`src/rtl/bfdh_pkg.sv`:
```
package bfdh_pkg;
    localparam int STORE_BITS = 65536;
    localparam int MAX_PROBES = 8;
    localparam int IDX_W      = $clog2(STORE_BITS);
    localparam int FB_W       = 17;
    localparam int NH_W       = 4;
    localparam int HASH_W     = 64;
    localparam int PRB_W      = $clog2(MAX_PROBES + 1);
    localparam int MOD_W      = IDX_W + 1;

    localparam logic [0:0] CFG_FILTER_BITS = 1'b0;
    localparam logic [0:0] CFG_NUM_HASHES  = 1'b1;

    localparam logic REQ_INSERT = 1'b0;
    localparam logic REQ_QUERY  = 1'b1;

    // one probe handed from the front to the store side;
    // skip marks a query with no probes, answered 1 without a store read
    typedef struct packed {
        logic             is_query;
        logic             last;
        logic             skip;
        logic [IDX_W-1:0] idx;
    } probe_t;
endpackage

```
`src/rtl/bfdh_fifo.sv`:
```
// Short probe queue between the front and the store side.
module bfdh_fifo
    import bfdh_pkg::*;
(
    input  logic   clk,
    input  logic   rst_n,
    input  logic   push,
    input  probe_t push_data,
    output logic   full,
    input  logic   pop,
    output logic   not_empty,
    output probe_t head
);
    probe_t     mem_reg [4];
    logic [1:0] wr_reg, rd_reg;
    logic [2:0] cnt_reg;

    assign full      = (cnt_reg == 3'd4);
    assign not_empty = (cnt_reg != 3'd0);
    assign head      = mem_reg[rd_reg];

    always_ff @(posedge clk)
    begin
        if (push && !full)
            mem_reg[wr_reg] <= push_data;
    end

    always_ff @(posedge clk or negedge rst_n)
    begin
        if (!rst_n)
        begin
            wr_reg  <= '0;
            rd_reg  <= '0;
            cnt_reg <= '0;
        end
        else
        begin
            if (push && !full)
                wr_reg <= wr_reg + 2'd1;
            if (pop && not_empty)
                rd_reg <= rd_reg + 2'd1;
            cnt_reg <= cnt_reg + 3'((push && !full) ? 1 : 0)
                       - 3'((pop && not_empty) ? 1 : 0);
        end
    end

    a_no_over: assert property (@(posedge clk) disable iff (!rst_n)
        cnt_reg <= 3'd4) else $error("queue count overflow");
    a_cnt_step: assert property (@(posedge clk) disable iff (!rst_n)
        (!push && !pop) |=> $stable(cnt_reg)) else $error("queue count drift");
endmodule

```
`config.mk`:
```
export PLATFORM = sky130hd
export DESIGN_NAME = bfdh_fifo
export DESIGN_NICKNAME = d
export VERILOG_FILES = /design/src/rtl/bfdh_pkg.sv /design/src/rtl/bfdh_fifo.sv
export SDC_FILE = /design/constraint.sdc
export NUM_CORES = 1
export LEC_CHECK = 0
export ABC_AREA = 1
export BUFFER_PORTS_ARGS = -buffer_cell sky130_fd_sc_hd__clkbuf_2
export CORE_ASPECT_RATIO = 0.6
export CORE_UTILIZATION = 45
export DETAILED_ROUTE_END_ITERATION = 12
export PLACE_DENSITY = 0.67
export SETUP_SLACK_MARGIN = 0.5
export SLEW_MARGIN = 20
export SYNTH_ARGS = -nofsm -noshare
export SYNTH_HDL_FRONTEND = slang
export SYNTH_SLANG_ARGS = --single-unit
```
`constraint.sdc`:
```
create_clock -name clk -period 2 [get_ports clk]
set_input_delay 0.6 -clock clk [delete_from_list [all_inputs] [get_ports clk]]
set_output_delay 0.6 -clock clk [all_outputs]
set_load 0.005 [all_outputs]
```
* After elaboration in Yosys (flattened, before gate mapping)
Memories as Yosys holds them, arrays and structs flattened.
Index checks and enable logic that the tools add are counted.
** Word-level totals
- Flip-flop bits (word level) :: 7
- Bits in writable memories :: 76
- Input bits :: 23
- Output and inout port bits :: 21
- Word-level logic and storage cells :: 17
- Memories kept :: 1
** Operators by class
- $add $sub $neg :: 4
- Equality and inequality tests :: 1
- Mux-type cells :: 4
- Reductions and logical operators :: 4
** Memory list
- mem_reg :: depth 4, bits a word 19, read ports 1, clocked after memory_dff 0, write ports 1, RTL line bfdh_fifo.sv:14 : probe_t mem_reg [4];
** Operator list (number)
- $add A2 B1 Y2 const B :: 2
- $mux W1 :: 4
- $add A3 B1 Y3 :: 1
- $eq A3 B3 Y1 const B :: 1
- $reduce_bool A3 Y1 :: 1
- $sub A3 B1 Y3 :: 1
- $logic_and A1 B1 Y1 :: 2
- $logic_not A1 Y1 :: 1

* Longest topological paths before layout
Gate-level depths: netlist (run 1).
- Depth in word-level cells :: 6
- Depth in mapped cells :: 12
- Depth with buffers taken out :: 12

* Worst setup path before layout (run 1)
OpenSTA, ideal clock, no wires.
- Kind :: input to register
- From :: input push
- To :: memory mem_reg[0][0] (netlist bit), enable pin
- Library setup time :: 0.395 ns
- Arrival time :: 1.567 ns
- Data required time :: 1.605 ns
- Path slack :: 0.038 ns
- Cell stages on the path :: 2
- Path buffers :: 0
- Cells stage by stage :: nand2_1 > nor2_1
** Between the ends
- Longest elaborated chain between the ends :: 3
** RTL lines
- from (decl) :: RTL line bfdh_fifo.sv:7 : input logic push,
- $logic_and A1 B1 Y1 :: RTL line bfdh_fifo.sv:24 : if (push && !full)
- $mux W1 :: RTL line bfdh_fifo.sv:24
- $mux W1 (implied by the code) :: RTL line bfdh_fifo.sv:25 : mem_reg[wr_reg] <= push_data;
- to (decl) :: RTL line bfdh_fifo.sv:14
No other way between the ends.

==> results of run 1 <==
[through the flow]
| stage | area (µm²) | cells | util [%] |
|---|---|---|---|
| after floorplan | 3470 | 301 | - |
| after global placement | 3870 | 449 | 52.8 |
| after detailed placement | 3870 | 449 | 52.8 |
| after CTS | 4230 | 469 | 57.7 |
| after global routing | 4320 | 473 | 59.0 |
| final | 4320 | 473 | 59.0 |
[logic make-up after synthesis]
| kind of cell | count (synthesis) |
|---|---|
| compound gates | 38 |
| fa+ha+maj | 7 |
| buf+inv | 49 |
| flops | 83 |
| simple gates | 124 |
[path summary, 6_finish.rpt]
check | endpoint | slack (ns) | cells after the start | from
max in group asynchronous | cnt_reg[0] | 1.71 | 1 | rst_n
min in group clk | mem_reg[3][16] | 0.48 | 1 | push_data[16]
worst min-delay path | cnt_reg[2] | 0.1 | 1 | rst_n
worst max register to register | cnt_reg[1] | 0.18 | 10 | cnt_reg[0]
worst min register to register | rd_reg[1] | 0.51 | 2 | rd_reg[1]
worst max-delay path | head[4] | -0.1 | 6 | rd_reg[0]
[routing by layer]
metal  routed length [µm]  up-vias
met1                 3110     1027
met3                  399        8
met2                 3030       59
li1                     -     1115
met4                   64        0
met5                    0        -
[where the power goes]
group          internal [mW]  total [mW]  leakage (nW)  switching, mW
registers               2.31        2.47         0.777          0.162
clock network          0.833        1.44         0.127          0.610
logic                   1.06        2.49         0.908           1.43
total                   4.20        6.40          1.81           2.20
[layout by cell type, fill, tap and decap left out, drive strengths merged]
cell and count:
o21ai 38, inv 36, nand2 76, ha 6, clkinvlp 1, buf 23, dfrtp 7, fa 1
clkbuf 53, edfxtp 76, nor2 43, nand3 5, clkinv 4
[repair_timing]
action / 4_1_cts / 5_1_grt
setup buffers: 3 / 3
endpoints found under the setup margin: 96 / 95
gates resized for setup: 24 / 32
pin swaps: 5 / 6
cloned: 1 / 1
[worst max-delay path, stage by stage (launching register included)]
cell and delay [ns]:
dfrtp_2 0.51, buf_6 0.19, nor2_4 0.04, nor2_2 0.11, o21ai_1 0.08, nand2_1 0.11
clkbuf_2 0.12
[final cells by class]
class,instances,area (µm²),area share [%]
clock buffer,11,233,5.38
clock inverter,5,30.0,0.694
inverter,36,140,3.24
multi-input combinational,169,860,19.9
sequential,83,2460,56.9
tap,104,130,3.01
timing repair buffer,65,470,10.9
==> results.py, run 1 <==
metrics = {
    "synth": {
        "synth_cells": 301,
        "ys_seq_elements": 83,
        "synth_mux_area_share_pct": 0,
        "synthAdderAreaFrac_pct": 2.76,
        "synth_xor_area_share_pct": 0,
        "synth_cell_types": 17,
        "synthTopCellsByArea": "edfxtp_1 (66%), nand2_1 (8.3%), dfrtp_1 (5.1%)",
        "yosysWarnings": 0,
        "yosys.area_share.simple_pct": 13.7,
        "synth_seq_area_share_pct": 71.3,
        "yosysTopAreaCell": "edfxtp_1",
        "synth_edf_count": 76,
        "synth_compound_area_share_pct": 5.52,
        "synth_common_cells": "edfxtp_1 (76), nand2_1 (76), nor2_1 (43)",
        "ys.flop_type": "edfxtp_1",
        "avgSynthCellArea_um2": 11.4,
        "synth_top_area_share_pct": 66.2,
        "synth.net_count": 331,
        "synth.cell_area_mm2": 0.00345,
        "synth_top_family_by_area": "simple AND/OR/NAND/NOR gates",
        "async_reset_ff_share_pct": 8.43,
    },
    "sta": {
        "period_needed_ns": 2.10,
        "tightest_slew_ns": 0.253,
        "hold_violations": 0,
        "tns_ns": -0.580,
        "worst_slew_margin_rel_pct": 83.1,
        "finClkSkew_ns": 0.00624,
        "min_period_over_period_pct": 105,
        "hold-worst-slack_ns": 0.0954,
        "setup_viol": 19,
        "setup_ws_ns": -0.0961,
        "rsz0062_at_grt": "yes",
        "maxSlewViolCount": 0,
        "fmax_ghz": 0.477,
    },
    "clock_tree": {
        "htreeDepth": 3,
        "clock_path_buffers": 2,
        "clock_latency_ns": 0.34,
        "cts-root-buf": "clkbuf_16",
        "clock-sinks": 83,
        "cts_buffers": 9,
        "cts_tree": "built",
        "clk_pin_slew_ns": 0.06,
        "cts.hold.buffers_added": 0,
    },
    "floorplanning": {
        "die_width_um": 115,
        "rows": 24,
        "start_util_pct": 47.0,
        "die_area_mm2": 0.00802,
        "core_mm2": 0.00733,
        "die_y_um": 69.8,
        "ios": 44,
    },
    "critical_path": {
        "end_kind": "output pin",
        "worstPathRequired_ns": 1.40,
        "worstSetupPathType": "reg2out",
        "cp_max_fo": 7,
        "cp-start-kind": "register",
        "crit_arrival_ns": 1.50,
    },
    "run_status": {
        "status": "finished, violations left",
        "violations": "setup timing",
    },
    "drt": {
        "firstDrtPassIters": 4,
        "num_vias": 2209,
        "via_per_inst": 4.67,
        "drc": 0,
        "drtAntennaViolNets": 0,
        "wl_mm": 6.60,
        "first_iter_violations": 106,
        "wire_per_inst_um": 14.0,
    },
    "layout": {
        "nNetsFinal": 394,
        "antenna_cells": 0,
        "largest_reg_flops": 76,
        "drive_above_1_share_pct": 30.1,
        "fillers": 618,
        "area_growth_pct": 25.5,
    },
    "placed_design": {
        "place_hpwl_mm": 3.99,
        "io_buffers": 43,
        "routabilityCongestion": 0.747,
        "dp_slack_ns": 0.0138,
    },
    "pwr": {
        "finalPower_mw": 6.40,
        "powerDensity_mw_per_mm2": 1480,
        "ir_drop_mv": 0.760,
        "p_leak_nw": 1.81,
    },
    "global_route": {
        "grt_use_met2_pct": 28.0,
        "grt_max_degree": 36,
        "use_met1_pct": 24.3,
        "grt_antenna_before_repair": 0,
        "first_global_vias": 2159,
        "overflow": 0,
        "top_usage_layer": "met2",
        "grt_pass1_wl_mm": 10.4,
        "use_met3_pct": 6.91,
        "grt_use_total_pct": 18.3,
    },
    "min_path": {
        "hold_class": "in2async",
    },
    "run": {
        "maxCapViolations": 0,
    },
}
Power figures use the tool's default switching activity.
==> run 2, diff against run 1 <==
- CTS_BUF_LIST: default -> sky130_fd_sc_hd__clkbuf_2
- PLACE_DENSITY: 0.67 -> 0.74
==> run 2 against run 1 <==
  * The flow still finishes with violations (setup timing)
  * Power down 7.5%
  * Critical path depth is the same
  * Routed wire length shrank 3.1%
  * Clock power is 33% lower
  * Combinational power about the same
  * Critical path type unchanged
  * Critical endpoint is now head[14]
  * Highest routed layer unchanged
==> results.py, run 2 (synthesis gave the netlist of run 1 again) <==
metrics = {
    "sta": {
        "min_period_over_period_pct": 113,
        "setup_ws_ns": -0.261,
        "hold_violations": 0,
        "fmax_ghz": 0.442,
        "maxSlewViolCount": 0,
        "rsz0062_at_grt": "yes",
        "finClkSkew_ns": 0.0145,
        "setup_viol": 20,
        "period_needed_ns": 2.26,
        "worst_slew_margin_rel_pct": 83.1,
        "tightest_slew_ns": 0.253,
        "tns_ns": -4.29,
    },
    "global_route": {
        "grt_use_total_pct": 16.9,
        "first_global_vias": 2007,
        "grt_max_degree": 31,
        "grt_pass1_wl_mm": 9.87,
        "grt_antenna_before_repair": 0,
        "overflow": 0,
    },
    "layout": {
        "drive_above_1_share_pct": 29.3,
        "final_cell_mix": "edfxtp_1 (76), nand2_1 (71), clkbuf_2 (51), nor2_1 (32), inv_1 (31)",
        "nNetsFinal": 397,
        "multi_input_area_um2": 868,
        "final_core_util_pct": 58.2,
        "area_growth_pct": 23.8,
        "layout_commonest_cell": "edfxtp_1",
        "largest_reg_flops": 76,
        "fillers": 601,
        "final_cell_count_no_fill": 477,
        "seqCellArea_mm2": 0.00246,
    },
    "critical_path": {
        "startpoint": "rd_reg[0]",
        "worstSetupPathType": "reg2out",
        "critPathMostFrequentCell": "nor2_1",
        "worstPathRequired_ns": 1.40,
        "crit_arrival_ns": 1.66,
        "crit_path_end": "head[14]",
        "r2r-start": "cnt_reg[0]",
        "crit_chain": "buf_12, nor2_1, nor2_1, o21ai_0, nand2_2, clkbuf_2",
        "end_kind": "output pin",
        "cp_slowest_cell": "dfrtp_2",
        "r2r_end": "cnt_reg[1]",
        "regToRegSetupSlack_ns": 0.08,
        "critical_path.max_stage_delay_ns": 0.51,
        "cp_max_fo": 30,
        "r2r_cells": 10,
        "cp-start-kind": "register",
    },
    "drt": {
        "num_vias": 2210,
        "wire_per_inst_um": 13.4,
        "via_per_inst": 4.63,
        "first_iter_violations": 143,
        "firstDrtPassIters": 4,
        "drc": 0,
        "drtAntennaViolNets": 0,
        "wl_mm": 6.40,
    },
    "clock_tree": {
        "cts_tree": "built",
        "clock_path_buffers": 2,
        "cts_buffers": 9,
        "cts-root-buf": "clkbuf_2",
        "clock-sinks": 83,
        "htreeDepth": 3,
        "clk_pin_slew_ns": 0.21,
        "clock_latency_ns": 0.52,
    },
    "run": {
        "maxCapViolations": 0,
    },
    "placed_design": {
        "dp_cells": 449,
        "routabilityCongestion": 0.746,
        "place_hpwl_mm": 3.92,
        "io_buffers": 43,
        "dp_slack_ns": 0.00497,
    },
    "floorplanning": {
        "start_util_pct": 47.0,
        "die_area_mm2": 0.00802,
        "die_y_um": 69.8,
        "ios": 44,
        "rows": 24,
        "die_width_um": 115,
        "core_mm2": 0.00733,
    },
    "pwr": {
        "p_leak_nw": 1.80,
        "power_switching_mw": 2.12,
        "ir_drop_mv": 0.568,
        "pwr-share-clk_pct": 16.2,
        "p_sw_share_pct": 35.8,
        "power_frac_comb_pct": 42.4,
        "p_seq_share_pct": 41.3,
        "powerDensity_mw_per_mm2": 1390,
        "p_int_mw": 3.80,
    },
    "run_status": {
        "status": "finished, violations left",
        "violations": "setup timing",
    },
    "min_path": {
        "hold_class": "in2reg",
    },
}
[run 2: cell count changes in the layout (fill, tap and decap cells not counted), moves of 3 or more]
cell       before  now
clkbuf_16      10    1
o21ai_1        25   21
buf_4          11    7
nor2_2          9    6
buf_6           6   10
clkbuf_2       41   51
o21ai_0        11   16
buf_8           0    3
[run 2: metrics by stage]
step	hold WS [ns]	instance area (µm²)	power (mW)
2_1_floorplan	0.304	3470	3.81
3_3_place_gp	0.450	3860	4.51
3_5_place_dp	0.447	3860	4.57
4_1_cts	0.242	4120	5.71
5_1_grt	0.224	4260	6.33
6_report	0.277	4270	5.92
[run 2: metal layers]
| metal | GRT usage (%) | part of all wire [%] |
|---|---|---|
| met5 | 0 | 0 |
| met1 | 22.6 | 48 |
| met4 | 6.06 | 1.7 |
| met2 | 25.8 | 45 |
| met3 | 5.68 | 5.1 |
[run 2: critical path: cells and delay by family, from the launching register on]
| family | cells | cell delay [ns] |
|---|---|---|
| buffers and inverters | 2 | 0.31 |
| AOI/OAI and AO/OA | 1 | 0.09 |
| DFF | 1 | 0.51 |
| and+or+nand+nor | 3 | 0.23 |
[run 2: worst min-delay path by stage]
stage | startpoint | endpoint | slack [ns] | depth (start not counted)
floorplan | rst_n | cnt_reg[0] | 0.30 | 0
finish | push_data[2] | mem_reg[2][2] | 0.28 | 1
global placement | rst_n | wr_reg[0] | 0.45 | 1
global route | push_data[6] | mem_reg[3][6] | 0.22 | 1
detailed placement | rst_n | cnt_reg[1] | 0.45 | 1
CTS | push_data[8] | mem_reg[1][8] | 0.24 | 1
[run 2: area by class of cell]
type | count | share of cell area, %
flip-flops and latches | 83 | 57.6
multi-input cells | 169 | 20.4
repair buffers | 68 | 12.6
inverters | 36 | 3.23
well taps | 104 | 3.05
clock inverters | 5 | 1.82
clock buffers | 11 | 1.29
diodes | 1 | 0.0587
[run 2: power groups by stage]
stage	logic [mW]	clock network (mW)	registers, mW
final	2.51	0.961	2.45
after CTS	2.30	0.979	2.43
after global routing	2.80	1.05	2.48
after detailed placement	2.10	0	2.47
after floorplan	1.39	0	2.43
after global placement	2.05	0	2.46
[run 2: what timing repair did]
item                                   in CTS  in global routing
pin swaps                                   3                  6
endpoints found under the hold margin       7                  0
setup endpoints to repair                  80                 82
gates cloned                                1                  0
resized for setup                          26                 36
hold buffers                                1                  0
setup buffers                               4                  5
==> run 3, diff against run 2 <==
- ABC_AREA: 1 -> default
==> run 3 against run 2 <==
  * The flow finishes with violations (DRC, setup timing)
  * Hold slack better by 0.031 ns
  * Synthesized area down 6.7%
  * Cell area down 6.5%
  * Die area down 6.6%
  * Core utilization up 0.54 points
  * Sequential power about the same
  * Register-to-register slack worse by 0.18 ns
  * Clock skew up 0.018 ns
  * Critical path depth down 3
  * Via count down 26%
  * Count of clock-buffer cells in the layout up 1
  * Non-clock buffer count unchanged
  * Critical path type unchanged
  * Largest cell class unchanged
  * Largest power group is now registers
==> results.py, run 3 <==
metrics = {
    "run_status": {
        "status": "finished, violations left",
        "violations": "DRC, setup timing",
    },
    "critical_path": {
        "worstSetupPathType": "reg2out",
        "cp-start-kind": "register",
        "regToRegSetupSlack_ns": -0.10,
        "r2r_cells": 9,
        "crit_arrival_ns": 1.79,
        "r2r-start": "cnt_reg[1]",
        "cp_max_fo": 7,
        "worstPathRequired_ns": 1.40,
        "r2r_end": "cnt_reg[2]",
        "end_kind": "output pin",
    },
    "pwr": {
        "p_leak_nw": 1.46,
        "powerDensity_mw_per_mm2": 1370,
        "p_sw_share_pct": 29.3,
        "p_int_mw": 3.88,
        "ir_drop_mv": 0.602,
        "power_frac_comb_pct": 40.6,
        "pwr-share-clk_pct": 14.5,
        "p_seq_share_pct": 44.9,
        "power_switching_mw": 1.61,
    },
    "drt": {
        "num_vias": 1625,
        "first_iter_violations": 80,
        "drtAntennaViolNets": 0,
        "met2WireLength_mm": 2.73,
        "met3_length_um": 397,
        "highest_layer": "met4",
        "via_per_inst": 5.31,
        "wl_mm": 5.67,
        "drc": 2,
        "firstDrtPassIters": 10,
        "wire_per_inst_um": 18.5,
        "wl_met1_mm": 2.51,
    },
    "floorplanning": {
        "rows": 23,
        "die_y_um": 67.5,
        "start_util_pct": 47.3,
        "die_area_mm2": 0.00750,
        "die_width_um": 111,
        "ios": 44,
        "core_mm2": 0.00679,
    },
    "synth": {
        "avgSynthCellArea_um2": 23.1,
        "synth_top_area_share_pct": 71.0,
        "synth_cell_types": 20,
        "synth.net_count": 169,
        "async_reset_ff_share_pct": 8.43,
        "ys_seq_elements": 83,
        "yosysTopAreaCell": "edfxtp_1",
        "synth_edf_count": 76,
        "yosysWarnings": 0,
        "synth_cells": 139,
        "ys.flop_type": "edfxtp_1",
        "post-synth-top-count-cell": "edfxtp_1",
        "synth_seq_area_share_pct": 76.4,
        "synth.cell_area_mm2": 0.00321,
        "synthTopCellsByArea": "edfxtp_1 (71%), mux4_2 (13%), dfrtp_1 (5.4%)",
        "synth_common_cells": "edfxtp_1 (76), mux4_2 (18), dfrtp_1 (7)",
    },
    "clock_tree": {
        "clock_latency_ns": 0.49,
        "cts_buffers": 9,
        "htreeDepth": 3,
        "clock_path_buffers": 2,
        "clk_pin_slew_ns": 0.21,
        "cts-root-buf": "clkbuf_2",
        "cts_tree": "built",
        "clock-sinks": 83,
    },
    "layout": {
        "finalInstanceArea_mm2": 0.00399,
        "drive_above_1_share_pct": 53.4,
        "antenna_cells": 0,
        "seqCellArea_mm2": 0.00246,
        "largest_reg_flops": 76,
        "multi_input_area_um2": 749,
        "layout_commonest_cell": "edfxtp_1",
        "final_cell_mix": "edfxtp_1 (76), clkbuf_2 (53), mux4_2 (19), buf_4 (9), buf_6 (8)",
        "nNetsFinal": 244,
        "final_core_util_pct": 58.8,
        "area_growth_pct": 24.1,
        "fillers": 491,
    },
    "global_route": {
        "grt_use_total_pct": 16.2,
        "grt_antenna_before_repair": 0,
        "grt_pass1_wl_mm": 8.48,
        "grt_max_degree": 20,
        "overflow": 0,
        "first_global_vias": 1568,
    },
    "sta": {
        "period_needed_ns": 2.39,
        "tightest_slew_ns": 0.335,
        "maxSlewViolCount": 0,
        "setup_viol": 22,
        "rsz0062_at_grt": "yes",
        "setup_ws_ns": -0.386,
        "hold-worst-slack_ns": 0.308,
        "finClkSkew_ns": 0.0322,
        "worst_slew_margin_rel_pct": 77.3,
        "min_period_over_period_pct": 119,
        "fmax_ghz": 0.419,
        "hold_violations": 0,
    },
    "placed_design": {
        "routabilityCongestion": 0.696,
        "dp_slack_ns": -0.0771,
        "place_hpwl_mm": 3.59,
        "io_buffers": 43,
        "post_dp_cell_area_mm2": 0.00367,
    },
    "min_path": {
        "hp-start": "push_data[7]",
        "hold_path_end": "mem_reg[1][7]",
        "hold_depth": 1,
        "hold_class": "in2reg",
    },
    "run": {
        "maxCapViolations": 0,
    },
}
==> run 3: cell count changes after synthesis, sizes merged, moves of 4 or more <==
cell,before,now
and3b,0,4
buf,10,4
inv,36,5
mux4,0,19
nand2,76,1
nand2b,0,4
nand3,5,0
nor2,43,0
o21ai,38,0
==> run 3: cell families after synthesis <==
logic type                 share of synthesized area (%)
and+or+nand+nor                                     3.46
xor gates and xnor gates                            1.09
muxes                                               13.4
AOI/OAI and AO/OA                                   1.01
DFF                                                 76.5
adders and majority gates                           2.96
buffers and inverters                               1.60
==> run 3: layout make-up <==
type | instances | area share [%]
repair buffers | 68 | 13.7
clock buffers | 12 | 1.51
multi-input cells | 47 | 18.8
well taps | 87 | 2.73
flip-flops and latches | 83 | 61.7
clock inverters | 4 | 1.10
inverters | 5 | 0.470
==> run 3: worst max-delay path, cell delays in order, from the launching register on <==
cell      delay [ns]
dfrtp_2         0.48
buf_12          0.15
mux4_2          0.54
clkbuf_2        0.13
==> run 3: power groups by stage <==
| stage | clock network, mW | registers, mW | logic (mW) |
|---|---|---|---|
| after floorplan | 0 | 2.48 | 1.09 |
| after global placement | 0 | 2.48 | 1.84 |
| after detailed placement | 0 | 2.51 | 1.87 |
| after CTS | 0.819 | 2.45 | 2.13 |
| after global routing | 0.879 | 2.50 | 2.41 |
| final | 0.794 | 2.46 | 2.23 |
==> run 3: worst max path at each step <==
| stage | startpoint | depth (start not counted) | slack, ns | end |
|---|---|---|---|---|
| after floorplan | cnt_reg[1] | 9 | 0.0008 | cnt_reg[2] |
| after global placement | pop | 9 | -0.03 | cnt_reg[2] |
| after detailed placement | pop | 9 | -0.08 | cnt_reg[2] |
| after CTS | rd_reg[0] | 3 | -0.44 | head[9] |
| after global routing | rd_reg[0] | 3 | -0.50 | head[5] |
| final | rd_reg[0] | 3 | -0.39 | head[9] |
==> run 3: per-layer routing <==
metal | global-route usage (%) | up-vias
met4 | 4.56 | 0
met1 | 20.6 | 825
met5 | 0 | -
met3 | 6.73 | 4
li1 | - | 729
met2 | 25.9 | 67
==> run 3: timing repair <==
item	CTS	global route
setup endpoints to repair	29	100
hold buffers	1	0
gates cloned	1	1
setup buffers	7	0
resized for setup	11	12
hold endpoints to repair	7	0
pin swaps	3	1
==> run 3: through the flow <==
| stage | power, mW | cells | TNS (ns) |
|---|---|---|---|
| floorplan | 3.57 | 139 | 0 |
| global placement | 4.32 | 280 | -0.0337 |
| detailed placement | 4.38 | 280 | -0.0771 |
| CTS | 5.40 | 305 | -8.29 |
| global route | 5.79 | 306 | -9.81 |
| finish | 5.49 | 306 | -7.10 |
