--- config.mk ---
export PLATFORM = sky130hd
export DESIGN_NAME = bfdh_front
export DESIGN_NICKNAME = d
export VERILOG_FILES = /design/src/rtl/bfdh_pkg.sv /design/src/rtl/bfdh_front.sv
export SDC_FILE = /design/constraint.sdc
export NUM_CORES = 1
export LEC_CHECK = 0
export ABC_AREA = 1
export BUFFER_PORTS_ARGS = -buffer_cell sky130_fd_sc_hd__buf_2
export CAP_MARGIN = 25
export CORE_MARGIN = 8
export CORE_UTILIZATION = 57
export CTS_CLUSTER_SIZE = 8
export DETAILED_ROUTE_END_ITERATION = 8
export GPL_TIMING_DRIVEN = 0
export MAX_ROUTING_LAYER = met4
export PLACE_DENSITY = 0.76
export SETUP_SLACK_MARGIN = 0.05
export SKIP_CTS_REPAIR_TIMING = 1
export SYNTH_ARGS = -nofsm -noshare
export SYNTH_HDL_FRONTEND = slang
export SYNTH_SLANG_ARGS = --single-unit
export TNS_END_PERCENT = 30
--- constraint.sdc ---
create_clock -name clk -period 12.1 [get_ports clk]
set_input_delay 3.025 -clock clk [delete_from_list [all_inputs] [get_ports clk]]
set_output_delay 3.025 -clock clk [all_outputs]
set_load 0.03 [all_outputs]
--- src/rtl/bfdh_pkg.sv ---
package bfdh_pkg;
    localparam int STORE_BITS = 65536;
    localparam int MAX_PROBES = 8;
    localparam int IDX_W      = $clog2(STORE_BITS);
    localparam int FB_W       = 17;
    localparam int NH_W       = 4;
    localparam int HASH_W     = 64;
    localparam int PRB_W      = $clog2(MAX_PROBES + 1);
    localparam int MOD_W      = IDX_W + 1;

    localparam logic [0:0] CFG_FILTER_BITS = 1'b0;
    localparam logic [0:0] CFG_NUM_HASHES  = 1'b1;

    localparam logic REQ_INSERT = 1'b0;
    localparam logic REQ_QUERY  = 1'b1;

    // one probe handed from the front to the store side;
    // skip marks a query with no probes, answered 1 without a store read
    typedef struct packed {
        logic             is_query;
        logic             last;
        logic             skip;
        logic [IDX_W-1:0] idx;
    } probe_t;
endpackage

--- src/rtl/bfdh_front.sv ---
// Probe generator: walks hash_a + n*hash_b and reduces each value with a
// restoring divider, one quotient bit per cycle.
module bfdh_front
    import bfdh_pkg::*;
(
    input  logic              clk,
    input  logic              rst_n,
    input  logic              in_valid,
    output logic              in_stall,
    input  logic              req_type,
    input  logic [HASH_W-1:0] hash_a,
    input  logic [HASH_W-1:0] hash_b,
    input  logic [MOD_W-1:0]  modulus,
    input  logic [PRB_W-1:0]  probes,
    output logic              pq_valid,
    output probe_t            pq_data,
    input  logic              pq_full
);
    typedef enum logic [1:0] {S_IDLE, S_DIV, S_PUSH} state_t;

    state_t            state_reg, state_next;
    logic [HASH_W-1:0] mix_reg, mix_next, stride_reg, stride_next;
    logic [HASH_W-1:0] dividend_reg, dividend_next;
    logic [MOD_W-1:0]  rem_reg, rem_next, mod_reg, mod_next;
    logic [6:0]        bit_reg, bit_next;
    logic [PRB_W-1:0]  left_reg, left_next;
    logic              query_reg, query_next;
    logic              skip_reg, skip_next;
    logic [MOD_W:0]    trial;
    logic [MOD_W:0]    shifted;

    assign in_stall    = (state_reg != S_IDLE);
    assign shifted     = {rem_reg, dividend_reg[HASH_W-1]};
    assign trial       = shifted - {1'b0, mod_reg};

    assign pq_valid          = (state_reg == S_PUSH);
    assign pq_data.is_query  = query_reg;
    assign pq_data.last      = (left_reg == PRB_W'(1));
    assign pq_data.skip      = skip_reg;
    assign pq_data.idx       = rem_reg[IDX_W-1:0];

    always_comb
    begin
        state_next    = state_reg;
        mix_next      = mix_reg;
        stride_next   = stride_reg;
        dividend_next = dividend_reg;
        rem_next      = rem_reg;
        mod_next      = mod_reg;
        bit_next      = bit_reg;
        left_next     = left_reg;
        query_next    = query_reg;
        skip_next     = skip_reg;
        unique case (state_reg)
            S_IDLE:
            begin
                if (in_valid)
                begin
                    if (probes == '0)
                    begin
                        // no probes: insert is dropped, query rides the
                        // queue as a marker so answers stay in order
                        if (req_type == REQ_QUERY)
                        begin
                            rem_next   = '0;
                            mod_next   = modulus;
                            left_next  = PRB_W'(1);
                            query_next = 1'b1;
                            skip_next  = 1'b1;
                            state_next = S_PUSH;
                        end
                    end
                    else
                    begin
                        mix_next      = hash_a + hash_b;
                        stride_next   = hash_b;
                        dividend_next = hash_a;
                        rem_next      = '0;
                        mod_next      = modulus;
                        bit_next      = 7'd0;
                        left_next     = probes;
                        query_next    = req_type;
                        skip_next     = 1'b0;
                        state_next    = S_DIV;
                    end
                end
            end
            S_DIV:
            begin
                dividend_next = {dividend_reg[HASH_W-2:0], 1'b0};
                if (trial[MOD_W])
                    rem_next = shifted[MOD_W-1:0];
                else
                    rem_next = trial[MOD_W-1:0];
                bit_next = bit_reg + 7'd1;
                if (bit_reg == 7'(HASH_W - 1))
                    state_next = S_PUSH;
            end
            S_PUSH:
            begin
                if (!pq_full)
                begin
                    left_next = left_reg - PRB_W'(1);
                    if (left_reg == PRB_W'(1))
                    begin
                        state_next = S_IDLE;
                    end
                    else
                    begin
                        dividend_next = mix_reg;
                        mix_next      = mix_reg + stride_reg;
                        rem_next      = '0;
                        bit_next      = 7'd0;
                        state_next    = S_DIV;
                    end
                end
            end
            default: state_next = S_IDLE;
        endcase
    end

    always_ff @(posedge clk or negedge rst_n)
    begin
        if (!rst_n)
        begin
            state_reg <= S_IDLE;
            left_reg  <= '0;
        end
        else
        begin
            state_reg <= state_next;
            left_reg  <= left_next;
        end
    end

    always_ff @(posedge clk)
    begin
        mix_reg      <= mix_next;
        stride_reg   <= stride_next;
        dividend_reg <= dividend_next;
        rem_reg      <= rem_next;
        mod_reg      <= mod_next;
        bit_reg      <= bit_next;
        query_reg    <= query_next;
        skip_reg     <= skip_next;
    end

    a_rem_lt_mod: assert property (@(posedge clk) disable iff (!rst_n)
        pq_valid |-> ({1'b0, pq_data.idx} < mod_reg))
        else $error("probe index not reduced");
    a_idle_ready: assert property (@(posedge clk) disable iff (!rst_n)
        (state_reg == S_PUSH && !pq_full && pq_data.last) |=> !in_stall)
        else $error("front did not return to idle");
    a_push_hold: assert property (@(posedge clk) disable iff (!rst_n)
        (pq_valid && pq_full) |=> (pq_valid && $stable(pq_data)))
        else $error("probe changed while blocked");
endmodule

# Word level (Yosys, flattened, before mapping)
# Cells that the tools add are included.
# totals
mem_bits_rw	0
romBits	0
inputBits	154
ff_bits	241
wordCells	77
mem_count	0
latch_bits	0
# op_classes
order_cmp	0
n_mux	38
div_mod_pow	0
n_reduce_logical	12
bitwise_logic	1
addsub	5
n_eq_ne	11
shift	0
multipliers	0
# op_table
cell	count
two-way mux 64 bit	8
case mux 64 bit (3 select lines)	1
two-way mux 17 bit	8
adder 64 bit	2
case mux 64 bit (2 select lines)	1
case mux 17 bit (3 select lines)	1
two-way mux 7 bit	4
case mux 7 bit (3 select lines)	1
subtractor 18 x 17 -> 18 bit	1
two-way mux 4 bit	4
AND reduction 5 bit	3
inequality test 2 bit (second input constant)	6
two-way mux 2 bit	5
case mux 4 bit (2 select lines)	1
AND reduction 4 bit	2
adder 7 x 1 -> 7 bit (second input constant)	1
== test 7 x 6 -> 1 bit (second input constant)	1
case mux 2 bit (3 select lines)	1
AND reduction 3 bit	2
== test 4 x 1 -> 1 bit (second input constant)	1
zero test 4 bit	1
nonzero test 2 bit	2
subtractor 4 x 1 -> 4 bit (second input constant)	1
two-way mux 1 bit	3
other kinds (6)	6

# Logic depth before layout (Yosys ltp)
# Gate-level depths: netlist (run 1).
# depth
depth_word	4
mapped_depth	16
mapped_depth_nobuf	16

# Worst setup path before layout (run 1)
# OpenSTA, ideal clock, no wires.
# synth_path
kind	input to register
start	in probes[3]
end	reg bit_reg[0], enable pin
arrival_ns	8.108
slack_ns	3.405
required_time_ns	11.513
stages	4
path_cell_list	nor2_1 -> nand2_1 -> a21oi_1 -> nor3_1
# synth_between
elab_chain_len	3
# synth_lines
item	line	text
from (decl)	bfdh_front.sv:14	input logic [PRB_W-1:0] probes,
zero test 4 bit	bfdh_front.sv:59	if (probes == '0)
inequality test 2 bit (no line)	n/a	
AND reduction 5 bit (no line)	n/a	
to (signal assigned)	bfdh_front.sv:143	bit_reg <= bit_next;
to (decl)	bfdh_front.sv:25	logic [6:0] bit_reg, bit_next;
# No other way between the ends.
# A chain may end at the register's enable or synchronous reset.

# Final worst setup path (run 1)
# layout_path
start	in hash_a[0]
end	reg mix_reg[60] (data pin)
# layout_between
elab_chain_len	4
# layout_lines
item	line	text
from (decl)	bfdh_front.sv:11	input logic [HASH_W-1:0] hash_a,
adder 64 bit	bfdh_front.sv:75	mix_next = hash_a + hash_b;
two-way mux 64 bit	bfdh_front.sv:59	
two-way mux 64 bit	bfdh_front.sv:57	if (in_valid)
case mux 64 bit (2 select lines)	bfdh_front.sv:54	unique case (state_reg)
net mix_next[60]	bfdh_front.sv:22	logic [HASH_W-1:0] mix_reg, mix_next, stride_reg, stride_next;
to (signal assigned)	bfdh_front.sv:138	mix_reg <= mix_next;
to (decl)	bfdh_front.sv:22	
# The timed path passes the listed nets, and every way through them passes these cells. The select of a mux whose other input is x is not followed.

==> results_tabular.tex, run 1 <==
\begin{tabular}{lr}
\hline
Metric & Value \\
\hline
\multicolumn{2}{l}{\textbf{Timing}} \\
Setup repair after global routing missed its margin & false \\
Number of pins with negative max-slew slack in the final report & 0 \\
Period utilization & 0.4370 \\
Min Tclk post-route & 5.288 ns \\
Hold violation count in the final report & 0 \\
Final worst slack & just under 7 ns \\
Slew Limit Headroom & 0.3674 \\
Post-Route Hold Slack & around 0.55 ns \\
Transition time of the tightest slew-check pin & approximately 0.95 ns \\
Total Neg Setup Slack & 0 ns \\
Setup skew after layout & roughly 0.029 ns \\
Maximum clock frequency & roughly 190 MHz \\
Number of failing setup endpoints in the final timing report & 0 \\
\multicolumn{2}{l}{\textbf{Floorplan}} \\
Core box area & 0.03883 sq mm \\
Floorplan die width & approximately 210 um \\
Die boundary height & 214.7 um \\
Top Ports & roughly 180 \\
Initial core utilization & 0.5796 \\
Row cnt & 72 \\
Die outline area & between 0.04 and 0.05 sq mm \\
\multicolumn{2}{l}{\textbf{Placed design}} \\
Dpl cells & between 4000 and 5000 \\
Worst Setup Slack post-DPL & around 6.4 ns \\
PortBufs & 174 \\
Post-DP HPWL & around 70 mm \\
Instance area at placement & 0.02422 sq mm \\
Final Wtd Congestion & about 1.1 \\
\multicolumn{2}{l}{\textbf{Detailed routing}} \\
DR vias & $\sim$24000 \\
First-pass iteration count of the detailed router & 6 \\
Number of routed nets with antenna violations & 0 \\
\# DRC & 0 \\
Routed vias/inst & approximately 5.4 \\
WL/cell & between 15 and 20 um \\
First-iteration detailed-routing DRC count & 2991 \\
Final routed wirelength across all metal layers & slightly above 80 mm \\
\multicolumn{2}{l}{\textbf{Layout}} \\
Most frequent standard cell in the layout excluding fill and tap cells & sky130\_fd\_sc\_hd\_\_nand2\_1 \\
Fraction of final layout cells with drive strength greater than 1 & 0.07286 \\
NumNets Final & 4127 \\
Leading cell types in the layout, fill and taps excluded & sky130\_fd\_sc\_hd\_\_nand2\_1 (1402), sky130\_fd\_sc\_hd\_\_inv\_1 (697), sky130\_fd\_sc\_hd\_\_nand3\_1 (346) \\
FF/Latch Area & between 0.007 and 0.008 sq mm \\
Fillers & approximately 3900 \\
Cell Count, Final, Fillers Out & $\sim$4300 \\
Antenna diode count & 0 \\
Area of the multi-input gates & around 0.012 sq mm \\
Post-route design area & 0.02523 sq mm \\
Layout overhead on the synthesized area & 12.13\% \\
\multicolumn{2}{l}{\textbf{Clock tree}} \\
CTS tree & yes \\
Cell at the root of the clock tree & sky130\_fd\_sc\_hd\_\_clkbuf\_16 \\
Total number of clock tree sinks & approximately 240 \\
Clk Latency, worst-skew pair & roughly 0.56 ns \\
Max clock buf depth & 3 \\
Number of buffers created by CTS & 36 \\
Clock transition time at the flip-flop clock pins of the worst setup and hold paths & 0.05 ns \\
Level count of the clock H-tree & 2 \\
\multicolumn{2}{l}{\textbf{Pwr}} \\
Switch Pwr & $\sim$3.3 mW \\
Worst ir drop on vdd & between 100 and 150 uV \\
PwrDens & 257.7 mW/mm\^{}2 \\
Fraction of power spent switching nets & 0.5141 \\
Cell-internal power & 3.160 mW \\
Share of power burned in combinational logic & 0.601 \\
Leakage power & between 10 and 15 nW \\
Clock Power Share & 0.142 \\
Proportion of power drawn by flip-flops and latches & 0.257 \\
\multicolumn{2}{l}{\textbf{Logic synthesis}} \\
Syn avg cell area & roughly 6.3 sq um \\
Number of enable-type register cells in the synthesized netlist & $\sim$240 \\
Fraction of registers with async set or reset after synthesis & 0.02490 \\
Gate count after technology mapping & around 3600 \\
Mapped Nets & between 3000 and 4000 \\
Sequential cell area fraction in the yosys report & 0.3202 \\
Post-synth top flop & sky130\_fd\_sc\_hd\_\_edfxtp\_1 \\
Post-synthesis instance area & around 0.023 sq mm \\
Yosys reg bits & 241 \\
Count of unique library cells instantiated by Yosys & 41 \\
Yosys warnings & 0 \\
\multicolumn{2}{l}{\textbf{Setup path}} \\
Critical Path Max Stage Delay & $\sim$0.5 ns \\
Cell class contributing the biggest share of worst-path delay & simple AND/OR/NAND/NOR gates \\
CP max stage cell & sky130\_fd\_sc\_hd\_\_fa\_1 \\
Capturing element type of the critical path & register \\
Endpoint arrival time on the critical path & 5.57 ns \\
Buffer and inverter count on the worst path & 1 \\
Worst Reg2Reg Path Length in Cells & 14 \\
WP data required & 12.38 ns \\
Maximum fanout count along the critical path & 6 \\
Cell depth of the worst setup path & 15 \\
Classification of the worst setup path & input port to register \\
Worst path cell trace & buf\_2, ha\_1, fa\_1, nand3\_1, nand3\_1, nand2\_1, nand2\_1, nand2\_1, nand2\_1, nand2\_1, nand2\_1, nand2\_1, nand3\_1, nand3\_1, nand2\_1 \\
Cell with the most instances on the worst path & sky130\_fd\_sc\_hd\_\_nand2\_1 \\
Crit start category & input port \\
\multicolumn{2}{l}{\textbf{Outcome}} \\
Outcome & finished clean \\
\multicolumn{2}{l}{\textbf{Worst hold path}} \\
Path type of the worst min-delay path & register to register \\
Worst hold path depth & 2 \\
\multicolumn{2}{l}{\textbf{Global route}} \\
Antenna violations before repair & 0 \\
Largest net degree at the start of global routing & 31 \\
First-pass GRT wire length & roughly 120 mm \\
Tot GR Track Use & 0.3588 \\
Vias in the first global route & 22091 \\
Overflow after GRT & 0 \\
\multicolumn{2}{l}{\textbf{Flow run}} \\
Maxcap violations & 0 \\
\hline
\end{tabular}
## Yosys cell counts, types with 4 or more instances
cell type	instances	area (sq um)
sky130_fd_sc_hd__nand2_1	1402	5263
sky130_fd_sc_hd__inv_1	697	2616
sky130_fd_sc_hd__nand3_1	346	1732
sky130_fd_sc_hd__nor2_1	302	1134
sky130_fd_sc_hd__edfxtp_1	235	7057
sky130_fd_sc_hd__ha_1	150	1877
sky130_fd_sc_hd__a21oi_1	134	670.6
sky130_fd_sc_hd__o21ai_0	83	415.4
sky130_fd_sc_hd__clkbuf_1	36	135.1
sky130_fd_sc_hd__nor3_1	31	155.2
sky130_fd_sc_hd__xor2_1	25	219.0
sky130_fd_sc_hd__nand3b_1	22	165.2
sky130_fd_sc_hd__nand4_1	22	137.6
sky130_fd_sc_hd__buf_4	18	135.1
sky130_fd_sc_hd__buf_1	16	60.06
sky130_fd_sc_hd__nor2_2	11	68.82
sky130_fd_sc_hd__a21boi_0	7	52.55
sky130_fd_sc_hd__dfrtp_1	6	150.1
sky130_fd_sc_hd__o21bai_1	5	37.54
sky130_fd_sc_hd__nand2_4	4	45.04
sky130_fd_sc_hd__nor4_1	4	25.02
sky130_fd_sc_hd__o22ai_1	4	25.02
sky130_fd_sc_hd__o2bb2ai_1	4	35.03
sky130_fd_sc_hd__xnor2_1	4	35.03
## area by class of cell
type / instances / share of cell area
tap: 518 / 0.02568
clock buffer: 43 / 0.03674
timing repair buffer: 186 / 0.04140
clock inverter: 4 / 0.003322
buffer: 73 / 0.01478
multi-input combinational: 2583 / 0.4885
sequential: 241 / 0.2856
inverter: 699 / 0.1040
## per-layer routing
metal	global-route usage	wire length (um)
met2	0.5338	34710
met3	0.1022	10810
met5	-	0
met1	0.4602	33680
met4	0.1357	3566
## power groups by stage
stage | clock network, mW | logic (mW) | registers [mW]
4_1_cts | 0.922 | 3.80 | 1.66
3_3_place_gp | 0 | 3.66 | 1.73
3_5_place_dp | 0 | 3.78 | 1.67
2_1_floorplan | 0 | 2.61 | 1.61
6_report | 0.921 | 3.91 | 1.67
5_1_grt | 0.956 | 4.31 | 1.70
## path summary, 6_finish.rpt
| path | slack [ns] | startpoint | endpoint |
|---|---|---|---|
| setup / recovery | 6.81 | hash_a[0] | mix_reg[60] |
| hold / removal | 0.55 | dividend_reg[26] | dividend_reg[27] |
| setup reg to reg | 8.42 | state_reg[0] | dividend_reg[48] |
| hold reg to reg | 0.55 | dividend_reg[26] | dividend_reg[27] |
| max in group asynchronous | 9.63 | rst_n | state_reg[1] |
| min in group asynchronous | 2.31 | rst_n | left_reg[3] |
## tightest hold or removal path, cell delays in order, from the launching register on
cell and delay, ns:
sky130_fd_sc_hd__edfxtp_1 0.32, sky130_fd_sc_hd__nand3_1 0.07, sky130_fd_sc_hd__nand3_1 0.06
## cells by family after synthesis
group           share of synthesized area
compound gates                    0.05888
xor+xnor                          0.01129
fa+ha+maj                         0.08606
buf+inv                            0.1332
flops                              0.3202
simple gates                       0.3904
## per-stage QoR
stage,total power [mW],util
after floorplan,4.224,-
final,6.503,0.6499
after global placement,5.392,0.6187
after CTS,6.378,0.6499
after global routing,6.961,0.6499
after detailed placement,5.442,0.6239
Note: power is estimated with default switching activity, not from simulation.
==> run 2, diff against run 1 <==
==> constraint.sdc (replaced) <==
create_clock -name clk -period 5.5 [get_ports clk]
set_input_delay 1.375 -clock clk [delete_from_list [all_inputs] [get_ports clk]]
set_output_delay 1.375 -clock clk [all_outputs]
set_load 0.03 [all_outputs]
==> results_tabular.tex, run 2 (synthesized netlist as in run 1, its figures left out) <==
\begin{tabular}{lr}
\hline
Metric & Value \\
\hline
\multicolumn{2}{l}{\textbf{Clock tree}} \\
Clk Latency, worst-skew pair & 0.55 ns \\
Cell at the root of the clock tree & sky130\_fd\_sc\_hd\_\_clkbuf\_16 \\
CTS tree & yes \\
Clock transition time at the flip-flop clock pins of the worst setup and hold paths & roughly 0.050 ns \\
Max clock buf depth & 3 \\
Total number of clock tree sinks & 241 \\
Number of buffers created by CTS & 36 \\
Level count of the clock H-tree & 2 \\
\multicolumn{2}{l}{\textbf{Global route}} \\
Tot GR Track Use & 0.3614 \\
Met1 track demand over resource & 0.4670 \\
Met3 Use GR & 0.09719 \\
Overflow after GRT & 0 \\
Gr busiest metal & met2 \\
First-pass GRT wire length & approximately 120 mm \\
Vias in the first global route & 22071 \\
Largest net degree at the start of global routing & 32 \\
Met2 usage & 0.5465 \\
Antenna violations before repair & 1 \\
\multicolumn{2}{l}{\textbf{Floorplan}} \\
Die boundary height & between 200 and 250 um \\
Top Ports & 175 \\
Floorplan die width & $\sim$210 um \\
Row cnt & a little over 70 \\
Initial core utilization & 0.5796 \\
Core box area & between 0.03 and 0.04 sq mm \\
Die outline area & around 0.046 sq mm \\
\multicolumn{2}{l}{\textbf{Detailed routing}} \\
First-pass iteration count of the detailed router & 8 \\
First-iteration detailed-routing DRC count & slightly above 3000 \\
WL/cell & 19.33 um \\
Number of routed nets with antenna violations & 0 \\
Final routed wirelength across all metal layers & about 84 mm \\
DR vias & between 20000 and 25000 \\
\# DRC & 0 \\
Routed vias/inst & $\sim$5.5 \\
\multicolumn{2}{l}{\textbf{Setup path}} \\
Launching point of the worst reg2reg path & mix\_reg[0] \\
R2R Setup Slk & between 2 and 2.5 ns \\
Maximum fanout count along the critical path & 6 \\
WP data required & slightly below 6 ns \\
Critical Path Source & hash\_a[0] \\
Reg-to-reg endpoint & mix\_reg[30] \\
Classification of the worst setup path & input port to register \\
Endpoint of the worst setup timing path & mix\_reg[60] \\
Worst Reg2Reg Path Length in Cells & 12 \\
Crit start category & input port \\
Endpoint arrival time on the critical path & just under 4 ns \\
Capturing element type of the critical path & register \\
\multicolumn{2}{l}{\textbf{Timing}} \\
Transition time of the tightest slew-check pin & about 0.95 ns \\
Post-Route Hold Slack & about 0.55 ns \\
Setup skew after layout & between 0.03 and 0.04 ns \\
Hold violation count in the final report & 0 \\
Setup repair after global routing missed its margin & false \\
Number of failing setup endpoints in the final timing report & 0 \\
Min Tclk post-route & 3.661 ns \\
Number of pins with negative max-slew slack in the final report & 0 \\
Slew Limit Headroom & 0.3635 \\
Maximum clock frequency & approximately 270 MHz \\
Final worst slack & between 1.5 and 2 ns \\
Period utilization & 0.6657 \\
\multicolumn{2}{l}{\textbf{Layout}} \\
Fraction of final layout cells with drive strength greater than 1 & 0.07186 \\
Cell Count, Final, Fillers Out & approximately 4300 \\
Layout overhead on the synthesized area & 12.25\% \\
Antenna diode count & 0 \\
Area of the multi-input gates & approximately 0.012 sq mm \\
Leading cell types in the layout, fill and taps excluded & sky130\_fd\_sc\_hd\_\_nand2\_1 (1402), sky130\_fd\_sc\_hd\_\_inv\_1 (697), sky130\_fd\_sc\_hd\_\_nand3\_1 (346) \\
Most frequent standard cell in the layout excluding fill and tap cells & sky130\_fd\_sc\_hd\_\_nand2\_1 \\
NumNets Final & just over 4000 \\
Fillers & $\sim$3800 \\
FF/Latch Area & 0.007207 sq mm \\
Post-route design area & around 0.025 sq mm \\
\multicolumn{2}{l}{\textbf{Worst hold path}} \\
Path type of the worst min-delay path & register to register \\
\multicolumn{2}{l}{\textbf{Pwr}} \\
Leakage power & roughly 14 nW \\
PwrDens & 570.5 mW/mm\^{}2 \\
Worst ir drop on vdd & 258.0 uV \\
\multicolumn{2}{l}{\textbf{Placed design}} \\
Final Wtd Congestion & 1.053 \\
PortBufs & around 170 \\
Post-DP HPWL & 70.79 mm \\
Worst Setup Slack post-DPL & around 1.4 ns \\
Instance area at placement & 0.02425 sq mm \\
Dpl cells & roughly 4300 \\
\multicolumn{2}{l}{\textbf{Flow run}} \\
Maxcap violations & 0 \\
\multicolumn{2}{l}{\textbf{Outcome}} \\
Outcome & finished clean \\
\hline
\end{tabular}
-- run 2: cell count changes in the layout (fill, tap and decap cells not counted) --
cell	delta
sky130_fd_sc_hd__clkbuf_1	-1
sky130_fd_sc_hd__buf_16	+4
sky130_fd_sc_hd__clkinv_1	+3
sky130_fd_sc_hd__nor3_2	-1
sky130_fd_sc_hd__buf_8	+2
sky130_fd_sc_hd__buf_12	-2
sky130_fd_sc_hd__buf_6	-7
sky130_fd_sc_hd__nor3_4	+1
sky130_fd_sc_hd__clkinvlp_4	-1
-- run 2: worst min path at each step --
stage,startpoint,depth (start not counted),slack (ns),endpoint
6_report,dividend_reg[55],2,0.55,dividend_reg[56]
5_1_grt,dividend_reg[55],2,0.55,dividend_reg[56]
4_1_cts,dividend_reg[55],2,0.54,dividend_reg[56]
3_5_place_dp,dividend_reg[41],2,0.54,dividend_reg[42]
3_3_place_gp,dividend_reg[33],2,0.53,dividend_reg[34]
2_1_floorplan,left_reg[3],2,0.51,left_reg[3]
-- run 2: where the power goes --
| group | switching (mW) | internal [mW] |
|---|---|---|
| clock network | 0.838 | 1.19 |
| registers | 0.509 | 3.20 |
| logic | 6.08 | 2.59 |
-- run 2: final cells by class --
type | instances | area share
Buffer | 73 | 0.01476
Multi-Input combinational cell | 2583 | 0.4882
Sequential cell | 241 | 0.2853
Tap cell | 518 | 0.02566
Inverter | 699 | 0.1039
Clock inverter | 6 | 0.003467
Clock buffer | 42 | 0.03655
Timing Repair Buffer | 183 | 0.04220
-- run 2: worst max-delay path: stages --
cell	delay [ns]
sky130_fd_sc_hd__buf_2	0.13
sky130_fd_sc_hd__ha_1	0.28
sky130_fd_sc_hd__fa_1	0.49
sky130_fd_sc_hd__nand3_1	0.12
sky130_fd_sc_hd__nand3_1	0.16
sky130_fd_sc_hd__nand2_1	0.10
sky130_fd_sc_hd__nand2_1	0.15
sky130_fd_sc_hd__nand2_1	0.10
sky130_fd_sc_hd__nand2_1	0.15
sky130_fd_sc_hd__nand2_1	0.13
sky130_fd_sc_hd__nand2_1	0.22
sky130_fd_sc_hd__nand2_1	0.15
sky130_fd_sc_hd__nand3_1	0.08
sky130_fd_sc_hd__nand3_1	0.22
sky130_fd_sc_hd__nand2_1	0.09
-- run 2: routing by layer --
layer | routed length (um) | share of wire
met1 | 34430 | 0.41
met2 | 36320 | 0.43
met3 | 10360 | 0.12
met4 | 2877 | 0.034
met5 | 0 | 0
-- run 2: per-stage QoR --
stage          utilization  total power [mW]  setup TNS [ns]
6_report            0.6506             14.41               0
5_1_grt             0.6506             15.37               0
4_1_cts             0.6506             14.13               0
3_5_place_dp        0.6246             12.05               0
3_3_place_gp        0.6189             11.84         -205.56
2_1_floorplan            -             9.272               0
